--- src/hw/rtl/pfml_pkg.sv ---
`timescale 1ns / 1ps
// ----------------------------------------------------------------------------
// pfml_pkg
// widths, constants and types of the packed s15.16 matrix lerp unit
// ----------------------------------------------------------------------------
package pfml_pkg;

   localparam int WORD_W   = 32;
   localparam int HALF_W   = 16;
   localparam int WEIGHT_W = 17;
   localparam int LANES    = 2;
   localparam int DIFF_W   = WORD_W + 1;
   localparam int PROD_W   = DIFF_W + WEIGHT_W + 1;

   localparam logic [WEIGHT_W-1:0] WEIGHT_ONE   = 17'd65536;
   localparam logic [WEIGHT_W-1:0] WEIGHT_RESET = 17'd32768;

   typedef logic [WORD_W-1:0]          word_type;
   typedef logic [WEIGHT_W-1:0]        weight_type;
   typedef logic signed [WORD_W-1:0]   elem_type;
   typedef logic signed [DIFF_W-1:0]   diff_type;
   typedef logic signed [PROD_W-1:0]   prod_type;

endpackage

--- src/hw/rtl/pfml_req_if.sv ---
`timescale 1ns / 1ps
// ----------------------------------------------------------------------------
// pfml_req_if
// request channel: one word pair of the previous and current matrix per beat
// ----------------------------------------------------------------------------
interface pfml_req_if;

   logic               valid;
   logic               ready;
   pfml_pkg::word_type prev_int_word;
   pfml_pkg::word_type prev_frac_word;
   pfml_pkg::word_type cur_int_word;
   pfml_pkg::word_type cur_frac_word;

   modport source (
      output valid, prev_int_word, prev_frac_word, cur_int_word, cur_frac_word,
      input  ready
   );

   modport sink (
      input  valid, prev_int_word, prev_frac_word, cur_int_word, cur_frac_word,
      output ready
   );

endinterface

--- src/hw/rtl/pfml_rsp_if.sv ---
`timescale 1ns / 1ps
// ----------------------------------------------------------------------------
// pfml_rsp_if
// response channel: one blended word pair per beat
// ----------------------------------------------------------------------------
interface pfml_rsp_if;

   logic               valid;
   logic               ready;
   pfml_pkg::word_type out_int_word;
   pfml_pkg::word_type out_frac_word;

   modport source (
      output valid, out_int_word, out_frac_word,
      input  ready
   );

   modport sink (
      input  valid, out_int_word, out_frac_word,
      output ready
   );

endinterface

--- src/hw/rtl/packed_fixed_matrix_lerp_unit.sv ---
`timescale 1ns / 1ps
// ----------------------------------------------------------------------------
// packed_fixed_matrix_lerp_unit
// blends two packed s15.16 elements per beat toward the current matrix
// ----------------------------------------------------------------------------
// req carries one word pair of the previous and of the current matrix in the
// split layout (integer-half word, fraction-half word, two elements each).
// rsp returns the two blended elements packed the same way, computed as
// ((65536 - t) * p + t * c) / 65536 truncated toward zero.
// csr_wr_en / csr_wr_data write the Q1.16 weight t; values above 65536 are
// clamped to 65536. write it only while no beat is in flight.
// a beat passes the input register, then the result register, before rsp
// valid rises for it; one beat is taken every cycle while rsp drains.
// the critical path is one 18 x 33 multiply, one 51-bit add and a 32-bit
// increment for the truncation toward zero, per element.
// reset empties both stages and sets the weight to one half.
// when rsp stalls, the result register holds and the input register still
// takes one more beat; req.ready drops only when both are full.
// ----------------------------------------------------------------------------
module packed_fixed_matrix_lerp_unit (
   input  logic                     clock,
   input  logic                     reset,
   input  logic                     csr_wr_en,
   input  pfml_pkg::weight_type     csr_wr_data,
   pfml_req_if.sink                 req,
   pfml_rsp_if.source               rsp
);

   pfml_pkg::weight_type  weight_ff, weight_in;

   logic                  s1_valid_ff, s1_valid_in;
   pfml_pkg::elem_type    s1_prev_ff [pfml_pkg::LANES];
   pfml_pkg::diff_type    s1_diff_ff [pfml_pkg::LANES];
   pfml_pkg::elem_type    prev_unp   [pfml_pkg::LANES];
   pfml_pkg::elem_type    cur_unp    [pfml_pkg::LANES];
   pfml_pkg::diff_type    diff_in    [pfml_pkg::LANES];

   logic                  rsp_valid_ff, rsp_valid_in;
   pfml_pkg::word_type    out_int_ff, out_int_in;
   pfml_pkg::word_type    out_frac_ff, out_frac_in;

   pfml_pkg::prod_type    prod  [pfml_pkg::LANES];
   pfml_pkg::prod_type    sum   [pfml_pkg::LANES];
   pfml_pkg::prod_type    quo   [pfml_pkg::LANES];
   logic                  bump  [pfml_pkg::LANES];
   pfml_pkg::word_type    blend [pfml_pkg::LANES];

   logic                  req_beat;
   logic                  out_adv;

   // handshake
   assign out_adv   = !rsp_valid_ff || rsp.ready;
   assign req.ready = !s1_valid_ff || out_adv;
   assign req_beat  = req.valid && req.ready;

   assign rsp.valid         = rsp_valid_ff;
   assign rsp.out_int_word  = out_int_ff;
   assign rsp.out_frac_word = out_frac_ff;

   always_comb begin
      weight_in = weight_ff;
      if (csr_wr_en) begin
         weight_in = (csr_wr_data > pfml_pkg::WEIGHT_ONE) ? pfml_pkg::WEIGHT_ONE
                                                          : csr_wr_data;
      end
   end

   always_comb begin
      s1_valid_in = s1_valid_ff;
      if (req_beat) begin
         s1_valid_in = 1'b1;
      end else if (out_adv) begin
         s1_valid_in = 1'b0;
      end
      rsp_valid_in = out_adv ? s1_valid_ff : rsp_valid_ff;
   end

   // unpack lane 0 from the high halves, lane 1 from the low halves
   always_comb begin
      for (int i = 0; i < pfml_pkg::LANES; i++) begin
         prev_unp[i] = {req.prev_int_word[(pfml_pkg::LANES-1-i)*pfml_pkg::HALF_W +:
                                          pfml_pkg::HALF_W],
                        req.prev_frac_word[(pfml_pkg::LANES-1-i)*pfml_pkg::HALF_W +:
                                           pfml_pkg::HALF_W]};
         cur_unp[i]  = {req.cur_int_word[(pfml_pkg::LANES-1-i)*pfml_pkg::HALF_W +:
                                         pfml_pkg::HALF_W],
                        req.cur_frac_word[(pfml_pkg::LANES-1-i)*pfml_pkg::HALF_W +:
                                          pfml_pkg::HALF_W]};
         diff_in[i]  = pfml_pkg::DIFF_W'(cur_unp[i]) - pfml_pkg::DIFF_W'(prev_unp[i]);
      end
   end

   // p * 65536 + t * (c - p), then shift with rounding toward zero
   always_comb begin
      out_int_in  = '0;
      out_frac_in = '0;
      for (int i = 0; i < pfml_pkg::LANES; i++) begin
         prod[i]  = $signed({1'b0, weight_ff}) * s1_diff_ff[i];
         sum[i]   = prod[i]
                  + pfml_pkg::PROD_W'(signed'({s1_prev_ff[i], pfml_pkg::HALF_W'(0)}));
         quo[i]   = sum[i] >>> pfml_pkg::HALF_W;
         bump[i]  = sum[i][pfml_pkg::PROD_W-1] && (sum[i][pfml_pkg::HALF_W-1:0] != '0);
         blend[i] = quo[i][pfml_pkg::WORD_W-1:0] + pfml_pkg::WORD_W'(bump[i]);
         out_int_in[(pfml_pkg::LANES-1-i)*pfml_pkg::HALF_W +: pfml_pkg::HALF_W] =
            blend[i][pfml_pkg::WORD_W-1:pfml_pkg::HALF_W];
         out_frac_in[(pfml_pkg::LANES-1-i)*pfml_pkg::HALF_W +: pfml_pkg::HALF_W] =
            blend[i][pfml_pkg::HALF_W-1:0];
      end
   end

   always_ff @(posedge clock) begin
      if (reset) begin
         weight_ff    <= pfml_pkg::WEIGHT_RESET;
         s1_valid_ff  <= 1'b0;
         rsp_valid_ff <= 1'b0;
      end else begin
         weight_ff    <= weight_in;
         s1_valid_ff  <= s1_valid_in;
         rsp_valid_ff <= rsp_valid_in;
      end
   end

   always_ff @(posedge clock) begin
      if (req_beat) begin
         s1_prev_ff <= prev_unp;
         s1_diff_ff <= diff_in;
      end
      if (out_adv && s1_valid_ff) begin
         out_int_ff  <= out_int_in;
         out_frac_ff <= out_frac_in;
      end
   end

endmodule

--- src/flat_wrapper.sv ---
// flat-port wrapper written by rule: the top's interface ports become plain ports
module packed_fixed_matrix_lerp_unit_flat 
  (clock, reset, csr_wr_en, csr_wr_data, req_valid, req_prev_int_word, req_prev_frac_word, req_cur_int_word, req_cur_frac_word, req_ready, rsp_valid, rsp_out_int_word, rsp_out_frac_word, rsp_ready);
  pfml_req_if req_i ();
  pfml_rsp_if rsp_i ();
  input  logic clock;
  input  logic reset;
  input  logic csr_wr_en;
  input  pfml_pkg::weight_type csr_wr_data;
  input wire logic [$bits(req_i.valid)-1:0] req_valid;
  input wire logic [$bits(req_i.prev_int_word)-1:0] req_prev_int_word;
  input wire logic [$bits(req_i.prev_frac_word)-1:0] req_prev_frac_word;
  input wire logic [$bits(req_i.cur_int_word)-1:0] req_cur_int_word;
  input wire logic [$bits(req_i.cur_frac_word)-1:0] req_cur_frac_word;
  output wire logic [$bits(req_i.ready)-1:0] req_ready;
  output wire logic [$bits(rsp_i.valid)-1:0] rsp_valid;
  output wire logic [$bits(rsp_i.out_int_word)-1:0] rsp_out_int_word;
  output wire logic [$bits(rsp_i.out_frac_word)-1:0] rsp_out_frac_word;
  input wire logic [$bits(rsp_i.ready)-1:0] rsp_ready;
  assign req_i.valid = req_valid;
  assign req_i.prev_int_word = req_prev_int_word;
  assign req_i.prev_frac_word = req_prev_frac_word;
  assign req_i.cur_int_word = req_cur_int_word;
  assign req_i.cur_frac_word = req_cur_frac_word;
  assign req_ready = req_i.ready;
  assign rsp_valid = rsp_i.valid;
  assign rsp_out_int_word = rsp_i.out_int_word;
  assign rsp_out_frac_word = rsp_i.out_frac_word;
  assign rsp_i.ready = rsp_ready;
  packed_fixed_matrix_lerp_unit u_core (.clock(clock), .reset(reset), .csr_wr_en(csr_wr_en), .csr_wr_data(csr_wr_data), .req(req_i), .rsp(rsp_i));
endmodule
--- config.mk ---
export PLATFORM = sky130hd
export DESIGN_NAME = packed_fixed_matrix_lerp_unit_flat
export DESIGN_NICKNAME = d
export VERILOG_FILES = /design/src/hw/rtl/pfml_pkg.sv /design/src/hw/rtl/pfml_req_if.sv /design/src/hw/rtl/pfml_rsp_if.sv /design/src/hw/rtl/packed_fixed_matrix_lerp_unit.sv /design/src/flat_wrapper.sv
export SDC_FILE = /design/constraint.sdc
export NUM_CORES = 2
export LEC_CHECK = 0
export BUFFER_PORTS_ARGS = -buffer_cell sky130_fd_sc_hd__clkbuf_2
export CAP_MARGIN = 20
export CORE_MARGIN = 4
export CORE_UTILIZATION = 50
export DETAILED_ROUTE_END_ITERATION = 10
export PLACE_DENSITY = 0.67
export SETUP_SLACK_MARGIN = 0.05
export SLEW_MARGIN = 10
export SYNTH_ARGS = -nofsm -noshare
export SYNTH_HDL_FRONTEND = slang
export SYNTH_SLANG_ARGS = --single-unit
--- constraint.sdc ---
create_clock -name clock -period 10.4 [get_ports clock]
set_input_delay 2.08 -clock clock [delete_from_list [all_inputs] [get_ports clock]]
set_output_delay 2.08 -clock clock [all_outputs]
set_load 0.005 [all_outputs]
==> summary.txt <==
===============================================================================================
Clk Tree Root Cell ...............................................................    clkbuf_16
Placer congestion estimate .......................................................       0.9300
Met2 usage .......................................................................       0.4412
Number of ports placed on the die boundary .......................................          216
Fill cell total of the finished layout ...........................................         9662
Max stage delay on crit path .....................................................       790 ps
Area of the mapped netlist .......................................................  53550 sq um
Met3 Resource Use GR .............................................................      0.03007
Final layout net count ...........................................................         7540
Hold Path Class ..................................................................   reg -> reg
Timing-limited maximum frequency .................................................   0.1010 GHz
Number of warning messages in the yosys log ......................................            0
Dpl ws ...........................................................................     396.6 ps
Post-synth top area share ........................................................       0.4247
Number of max-slew violations in the final report ................................            0
Number of rows created at floorplan ..............................................          119
Initial core utilization .........................................................       0.5058
PwrDens .......................................................................... 254.7 nW/um^2
Tmin final .......................................................................      9898 ps
DIE WIDTH ........................................................................ 335.3 microns
DRC violations left ..............................................................            0
Global-route wire length before repair ........................................... 219400 microns
CTS buffer count .................................................................           30
Most used flip-flop cell after synthesis .........................................     edfxtp_1
Met1 track demand over resource ..................................................       0.3074
Number of DRC markers in iteration 0 .............................................         2492
GR peak layer ....................................................................         met2
Type of the setup path with the least slack ......................................   reg -> reg
Post-detailed-placement half-perimeter wirelength ................................ 109100 microns
Skew final .......................................................................     23.44 ps
Fraction of final layout cells sized beyond drive strength 1 .....................      0.07118
Dominant cells by area after synthesis ........................................... fa_1 42%, inv_1 11%, edfxtp_1 11%
Wirelength per Cell .............................................................. 18.25 microns
Vias per std cell ................................................................        5.276
Proportion of register bits with asynchronous set or reset after synthesis .......            0
Required time of the critical path ...............................................     10770 ps
Largest voltage drop on the vdd net ..............................................    0.2720 mV
Number of max-cap violations .....................................................            0
Depth of the CTS H-tree ..........................................................            1
Result of the run ................................................................ finished clean
Worst setup SP type ..............................................................         flop
Commonest cells after routing, fill and taps aside ............................... 1603 x inv_1, 1136 x fa_1, 660 x nand2_1
Sink Count .......................................................................          213
Leakage power figure .............................................................   0.02898 uW
Number of instances in the synthesized netlist ...................................         5823
Arrival time of the worst setup path .............................................     10270 ps
CTS Hold Buffers Added ...........................................................            0
Final setup violation count ......................................................            0
Post-synthesis area per instance .................................................  9.196 sq um
Worst-skew pair later-pin latency ................................................       650 ps
Number of buffers on the longest clock path ......................................            3
First-pass DRT Iterations ........................................................            8
Crit path capture type ...........................................................         flop
Sequential-to-total area share from yosys stat ...................................       0.1159
Count of different cell masters after synthesis ..................................          111
EDFF count, synth ................................................................          194
Pin count of the biggest net entering global routing .............................           66
Clock input transition at the sequential cells of the worst setup and hold paths .        60 ps
Final WS setup ...................................................................     502.4 ps
Vias .............................................................................        38710
Drt total wl ..................................................................... 133900 microns
# port buffers ...................................................................          215
Total track usage ................................................................       0.2478
Worst Path Max Fanout ............................................................           17
Most numerous cell on the critical path ..........................................         fa_1
Most frequent standard cell in the layout excluding fill and tap cells ...........        inv_1
Count of state elements after synthesis ..........................................          213
Hold violation count in the final report .........................................            0
Actual slew at the worst max-slew pin ............................................      1086 ps
Y dimension of the die ........................................................... 335.3 microns
Unrepaired setup endpoints after global routing ..................................        false
Vias in the first global route ...................................................        41930
CP max stage cell ................................................................     edfxtp_1
Initial antenna violation count ..................................................            6
Portion of the clock cycle consumed by the worst path in the final layout ........       0.9517
Post-detailed-route count of antenna-violating nets ..............................            0
Area growth syn-to-layout ........................................................       6.664%
Cell accounting for the most synthesized area ....................................         fa_1
TritonCTS clock tree .............................................................          yes
Max_slew headroom ................................................................       0.2758
Post-Route Setup TNS .............................................................         0 ps
Net count of the mapped netlist ..................................................         7443
Remaining Overflow, GRT ..........................................................            0
Overall die area ................................................................. 112400 sq um
Area of the core ................................................................. 105900 sq um
===============================================================================================
==> synthesized netlist by cell type, types with 27 or more instances <==
cell      count
nand3_1      57
xor2_1       52
and3_1       27
edfxtp_1    194
nor2_1      120
xnor2_1     134
a21o_1       60
nand2_1     660
fa_1       1136
o21a_1       28
and2_1      578
inv_1      1603
o21ai_0      74
a21oi_1     139
nor3_1       27
clkbuf_1    208
ha_1        334
==> worst max-delay path: cells and delay by family, from the launching register on <==
kind / cells / cell delay, ps
compound gates: 7 / 1840
xor+xnor: 1 / 90
fa+ha+maj: 9 / 3890
buf+inv: 5 / 420
flops: 1 / 790
simple gates: 9 / 2580
==> state kept, by name, indices dropped and copies added (netlist names) <==
| signal | count |
|---|---|
| u_core.s1_diff_ff | 66 |
| u_core.s1_prev_ff | 64 |
| u_core.s1_valid_ff | 1 |
| u_core.rsp.valid | 1 |
| u_core.rsp.out_int_word | 32 |
| u_core.weight_ff | 17 |
| u_core.rsp.out_frac_word | 32 |
==> layer usage <==
layer | part of all wire | routed length, microns
met4 | 0.048 | 6392
met5 | 0.00020 | 27
met1 | 0.38 | 50920
met2 | 0.51 | 68640
met3 | 0.059 | 7931
==> final timing paths <==
path | slack [ps] | depth (start not counted) | startpoint | endpoint
worst max register to register | 500 | 31 | u_core.s1_diff_ff[42]$_DFFE_PP_ | u_core.rsp.out_int_word[28]$_DFFE_PP_
worst max-delay path | 500 | 31 | u_core.s1_diff_ff[42]$_DFFE_PP_ | u_core.rsp.out_int_word[28]$_DFFE_PP_
worst min register to register | 510 | 2 | u_core.s1_valid_ff$_SDFFE_PP0P_ | u_core.rsp.valid$_SDFFE_PP0P_
worst min-delay path | 510 | 2 | u_core.s1_valid_ff$_SDFFE_PP0P_ | u_core.rsp.valid$_SDFFE_PP0P_
==> cell families (layout without fill, tap and decap cells) <==
family | Yosys count | count (layout) | synth area share
xor+xnor | 189 | 189 | 0.03145
buf+inv | 1820 | 1940 | 0.1280
flops | 213 | 213 | 0.1159
fa+ha+maj | 1470 | 1470 | 0.5027
other cells | 0 | 3 | 0
mux | 13 | 13 | 0.002594
compound gates | 504 | 504 | 0.06458
simple gates | 1614 | 1614 | 0.1547
==> through the flow <==
step / cell area, sq um / cells / power [uW] / hold slack (ps) / util
floorplan: 53550 / 5823 / 10500 / 477.8 / -
detailed placement: 56050 / 7273 / 13360 / 506.5 / 0.5294
global placement: 56050 / 7273 / 13190 / 503.2 / 0.5294
CTS: 57010 / 7328 / 14500 / 515.9 / 0.5385
finish: 57120 / 7337 / 14550 / 514.6 / 0.5395
global route: 57110 / 7336 / 16030 / 567.8 / 0.5395
==> where the power goes <==
group	total [uW]	internal, uW	switching [uW]
clock network	1040	581	460
logic	11700	4680	7060
registers	1770	1490	276
total	14500	6750	7800
==> timing repair <==
item,4_1_cts,5_1_grt
buffers inserted,0,6
gates resized for setup,0,14
setup endpoints to repair,0,12
==> final cells by class <==
type	instances	area (sq um)	share of cell area
diodes	3	7.507	0.0001314
repair buffers	281	1620	0.02837
inverters	1604	6021	0.1054
clock inverters	21	196.4	0.003439
clock buffers	34	765.7	0.01341
multi-input cells	3790	40520	0.7094
well taps	1391	1740	0.03047
flip-flops and latches	213	6250	0.1094
Power figures use the tool's default switching activity.
